--- config.mk ---
export PLATFORM = sky130hd
export DESIGN_NAME = hlc_ctrl
export DESIGN_NICKNAME = d
export VERILOG_FILES = /design/src/hw/rtl/hlc_pkg.sv /design/src/hw/rtl/hlc_ctrl.sv
export SDC_FILE = /design/constraint.sdc
export NUM_CORES = 1
export LEC_CHECK = 0
export BUFFER_PORTS_ARGS = -buffer_cell sky130_fd_sc_hd__clkbuf_2
export CORE_AREA = 2 2 39 41
export CTS_BUF_LIST = sky130_fd_sc_hd__clkbuf_16
export CTS_CLUSTER_DIAMETER = 200
export DETAILED_ROUTE_END_ITERATION = 16
export DIE_AREA = 0 0 41 43
export GPL_ROUTABILITY_DRIVEN = 0
export MAX_ROUTING_LAYER = met4
export PLACE_DENSITY = 0.6
export SKIP_CTS_REPAIR_TIMING = 1
export SYNTH_ARGS = -nofsm -noshare
export SYNTH_HDL_FRONTEND = slang
export SYNTH_SLANG_ARGS = --single-unit
--- constraint.sdc ---
create_clock -name clk_i -period 2.6 [get_ports clk_i]
set_clock_uncertainty 0.15 [all_clocks]
set_input_delay 0.13 -clock clk_i [delete_from_list [all_inputs] [get_ports clk_i]]
set_output_delay 0.13 -clock clk_i [all_outputs]
set_load 0.02 [all_outputs]
--- src/hw/rtl/hlc_pkg.sv ---
`default_nettype none

package hlc_pkg;

  localparam int unsigned SLOT_W        = 6;
  localparam int unsigned CACHE_ENTRIES = 1 << SLOT_W;
  localparam int unsigned MAX_NAME_LEN  = 64;
  localparam int unsigned NAME_IDX_W    = (MAX_NAME_LEN > 1) ? $clog2(MAX_NAME_LEN) : 1;
  localparam int unsigned COUNT_W       = $clog2(MAX_NAME_LEN + 1);
  localparam int unsigned ENAME_AW      = SLOT_W + NAME_IDX_W;
  localparam int unsigned ENAME_DEPTH   = CACHE_ENTRIES << NAME_IDX_W;

  localparam logic [31:0] HASH_BASIS = 32'd2166136261;
  localparam logic [31:0] HASH_PRIME = 32'd16777619;

  typedef enum logic [1:0] {
    OP_NAME  = 2'd0,
    OP_FILL  = 2'd1,
    OP_CLEAR = 2'd2
  } op_e;

  typedef enum logic [2:0] {
    S_IDLE,
    S_META,
    S_CHECK,
    S_CMP,
    S_FILL
  } state_e;

  typedef struct packed {
    logic [1:0] op;
    logic [7:0] name_byte;
    logic       last;
    logic [7:0] backend_id;
  } in_t;

  typedef struct packed {
    logic        hit;
    logic [7:0]  found_backend;
    logic        cacheable;
    logic [31:0] name_hash;
  } out_t;

  typedef struct packed {
    logic byte_en;
    logic fill_accept;
    logic clear;
    logic cnt_inc;
    logic cnt_clr;
    logic fill_wr;
    logic emit;
    logic emit_hit;
    logic arm_fill;
  } cmd_t;

  typedef struct packed {
    logic fill_pending;
    logic cacheable;
    logic meta_ok;
    logic byte_eq;
    logic lookup_last;
    logic fill_last;
  } sts_t;

endpackage

`default_nettype wire

--- src/hw/rtl/hlc_ctrl.sv ---
`default_nettype none

module hlc_ctrl (
  input  wire logic         clk_i,
  input  wire logic         rst_ni,
  input  wire logic         start,
  input  wire logic [1:0]   op_i,
  input  wire logic         last_i,
  input  wire hlc_pkg::sts_t sts_i,
  output hlc_pkg::cmd_t     cmd_o,
  output logic              busy,
  output logic              done_o
);

  hlc_pkg::state_e state_q, state_d;
  logic            done_q, done_d;

  always_ff @(posedge clk_i or negedge rst_ni) begin
    if (!rst_ni) begin
      state_q <= hlc_pkg::S_IDLE;
      done_q  <= 1'b0;
    end else begin
      state_q <= state_d;
      done_q  <= done_d;
    end
  end

  always_comb begin
    state_d = state_q;
    case (state_q)
      hlc_pkg::S_IDLE: begin
        if (start) begin
          if (op_i == hlc_pkg::OP_NAME && last_i) begin
            state_d = hlc_pkg::S_META;
          end else if (op_i == hlc_pkg::OP_FILL && sts_i.fill_pending) begin
            state_d = hlc_pkg::S_FILL;
          end
        end
      end
      hlc_pkg::S_META: state_d = hlc_pkg::S_CHECK;
      hlc_pkg::S_CHECK: begin
        state_d = sts_i.meta_ok ? hlc_pkg::S_CMP : hlc_pkg::S_IDLE;
      end
      hlc_pkg::S_CMP: begin
        if (!sts_i.byte_eq || sts_i.lookup_last) begin
          state_d = hlc_pkg::S_IDLE;
        end
      end
      hlc_pkg::S_FILL: begin
        if (sts_i.fill_last) begin
          state_d = hlc_pkg::S_IDLE;
        end
      end
      default: state_d = hlc_pkg::S_IDLE;
    endcase
  end

  always_comb begin
    cmd_o = '0;
    busy  = 1'b1;
    case (state_q)
      hlc_pkg::S_IDLE: begin
        busy = 1'b0;
        if (start) begin
          case (op_i)
            hlc_pkg::OP_NAME:  cmd_o.byte_en     = 1'b1;
            hlc_pkg::OP_FILL:  cmd_o.fill_accept = 1'b1;
            hlc_pkg::OP_CLEAR: cmd_o.clear       = 1'b1;
            default: ;
          endcase
        end
      end
      hlc_pkg::S_META: ;
      hlc_pkg::S_CHECK: begin
        if (!sts_i.meta_ok) begin
          cmd_o.emit     = 1'b1;
          cmd_o.arm_fill = sts_i.cacheable;
          cmd_o.cnt_clr  = 1'b1;
        end
      end
      hlc_pkg::S_CMP: begin
        if (!sts_i.byte_eq) begin
          cmd_o.emit     = 1'b1;
          cmd_o.arm_fill = 1'b1;
          cmd_o.cnt_clr  = 1'b1;
        end else if (sts_i.lookup_last) begin
          cmd_o.emit     = 1'b1;
          cmd_o.emit_hit = 1'b1;
          cmd_o.cnt_clr  = 1'b1;
        end else begin
          cmd_o.cnt_inc = 1'b1;
        end
      end
      hlc_pkg::S_FILL: begin
        cmd_o.fill_wr = 1'b1;
        if (sts_i.fill_last) begin
          cmd_o.cnt_clr = 1'b1;
        end else begin
          cmd_o.cnt_inc = 1'b1;
        end
      end
      default: ;
    endcase
  end

  assign done_d = cmd_o.emit;
  assign done_o = done_q;

endmodule

`default_nettype wire

==> metrics.txt <==
DR pass1 iterations 4; largest area contributor in the netlist dfrtp_1; grt total ovfl 0; proportion of netlist area held by the largest area contributor 0.281; Final Instance Count excl. Fillers 85; crit-path cells or3_1 > nor3_1 > clkbuf_2; antenna fix cells 0; Worst-Skew Late Latency 0.23 ns; crit start category flop; Synth Instances 46; Worst Path Buf+Inv 1; Worst Setup End Kind output port; Final Hold Fails 0; Tcrit/Tclk final 0.720; Power Total 401 uW; CP max FO 10; hold_sp sts_i[0]; combinational share of power 0.209; Total GRT Usage 0.129; post-synthesis sequential element count 4; I/O Buffers 22; Max VDD drop 0.353 mV; MaxCap Viol Count 0; Root Buffer clkbuf_16; Vias per Instance 4.75; dpl cells 81; Static Leak 0.276 nW; Post-DP HPWL 700 um; Sink Count 4; worst slew pin tran 0.242 ns; delay-heaviest family, CP simple AND/OR/NAND/NOR gates; first-pass GRT wire length ~1400 um; CP required 2.32 ns; DRC violations left 0; Post-DRT Antenna Nets 0; final setup fails 0; status completed; Routed WL roughly 900 um; Hold Path Class primary input to flop; CP Launch Point state_q[0]; post-synthesis simple-gate area fraction 0.389; Yosys warning total 0; relative slew slack 0.838; Final Slew Violations 0; height of the die ~43 um; complex-gate fraction of the synthesized area 0.221; Internal around 300 uW; Setup CP Type flop to output port; Synth async-reset ratio 1.00; Slowest cell on crit path or3_1; XOR/XNOR Fraction of Synth Area 0; Die Area 1760 sq um; H-tree depth reported by CTS 1; sw frac 0.254; critical register-to-register path startpoint state_q[0]; clock network power share 0.602; mean post-synth cell area 7.75 sq um; DR iter-0 viols 6; Critical Path AT 1.59 ns; number of flops mapped to enable cells by yosys 0; RSZ-0062 raised after global routing no; share of layout cells above drive strength 1 0.391; Starting Density 0.258; Mapped Nets 58; largest net degree at the start of global routing 11; CTS tree done; I/O pins 23; register area share after synthesis 0.281; Distinct cells, synth 25; Synth-to-Final Area Change 53.7%; sequential share of power 0.189; via count 404; top_reg_cell synth dfrtp_1; most common cell in the netlist nand2_1; vias in the first global route 364; fin util 0.396; Die Wd around 41 um; Reg clk slew, reported paths 0.03 ns; Cell Area, Synth approximately 360 sq um; P per Cell Area 732 nW/um^2; routed len/inst 10.4 um; setup_tns 0 ns; main combinational cell family by area after synthesis simple AND/OR/NAND/NOR gates; Num CTS Buffers 3; max frequency 534 MHz; minimum clock period 1.87 ns; Worst path max stage delay about 0.5 ns; Post-synth top cells nand2_1, nand2b_1, nor2_1; Final #Nets 83; multiplexer share of the synthesized area 0.0316; Psw 102 uW; std cell rows 14; core box area approximately 1400 sq um; antenna violations before repair 0; adder-cell share of the synthesized area 0; deepest clock path buffer count 2; synth top area cells dfrtp_1, nand2b_1, nor2b_1
## registers in the layout (all words and copies together), names as in the netlist
signal   count
state_q      3
done_o       1
## kinds of logic after synthesis
logic type	count (synthesis)
buf+inv	4
simple gates	26
mux	1
flops	4
compound gates	11
## routing by layer
| metal | vias up | GRT usage | wire length (um) |
|---|---|---|---|
| li1 | 208 | - | - |
| met1 | 179 | 0.122 | 366 |
| met2 | 15 | 0.191 | 430 |
| met3 | 2 | 0.0628 | 77 |
| met4 | 0 | 0.100 | 10 |
| met5 | - | - | 0 |
## per-stage QoR
stage	setup slack [ns]	hold slack, ns	instance area (sq um)
floorplan	0.772	-0.316	357
global placement	1.00	-0.208	463
finish	0.727	0.0492	548
detailed placement	0.963	-0.205	463
global route	0.655	0.0799	548
CTS	0.708	-0.445	538
## layout by cell type (no fill, tap or decap)
cell / Yosys / final
nor2_1: 5 / 5
nor2b_1: 4 / 4
a21boi_1: 1 / 1
dlygate4sd3_1: 0 / 1
nor3b_1: 1 / 1
nor3_1: 1 / 1
o21ai_2: 1 / 1
or2_1: 1 / 1
o2111ai_1: 1 / 1
clkbuf_16: 0 / 3
nand2_1: 6 / 6
clkbuf_2: 0 / 22
o32a_1: 1 / 1
and3b_1: 1 / 1
o22ai_1: 1 / 1
nand3b_1: 1 / 1
inv_1: 1 / 1
a311oi_1: 1 / 1
o21ai_0: 1 / 1
dfrtp_1: 4 / 4
nand2b_1: 5 / 5
a21oi_1: 3 / 3
or3_1: 1 / 1
mux2_2: 1 / 1
o22a_1: 1 / 1
## worst register-to-register path, stage by stage, from the launching register on
cell and delay (ns):
dfrtp_1 0.45, or3_1 0.50, o32a_1 0.37, o21ai_2 0.11
## power by group through the flow
| stage | clock [mW] | combinational [mW] | sequential [mW] |
|---|---|---|---|
| after CTS | 0.249 | 0.0836 | 0.0756 |
| after floorplan | 0 | 0.0600 | 0.0747 |
| after global placement | 0 | 0.0821 | 0.0763 |
| after global routing | 0.253 | 0.0935 | 0.0770 |
| after detailed placement | 0 | 0.0832 | 0.0761 |
| final | 0.242 | 0.0838 | 0.0758 |
## layout make-up
class | count | area, sq um
Clock buffer | 3 | 75.1
Fill cell | 145 | 836
Inverter | 1 | 3.75
Multi-Input combinational cell | 38 | 229
Sequential cell | 4 | 100
Tap cell | 16 | 20.0
Timing Repair Buffer | 23 | 120
## worst paths after layout
kind                              end  cells after the start  slack, ns
max                          cmd_o[6]                      3       0.73
min                        state_q[2]                      3       0.05
max reg2reg                state_q[0]                      3       0.95
min reg2reg                state_q[1]                      1       0.40
max in group asynchronous      done_o                      2       2.08
min in group asynchronous  state_q[2]                      2       0.09
(Power assumes the default switching activity.)
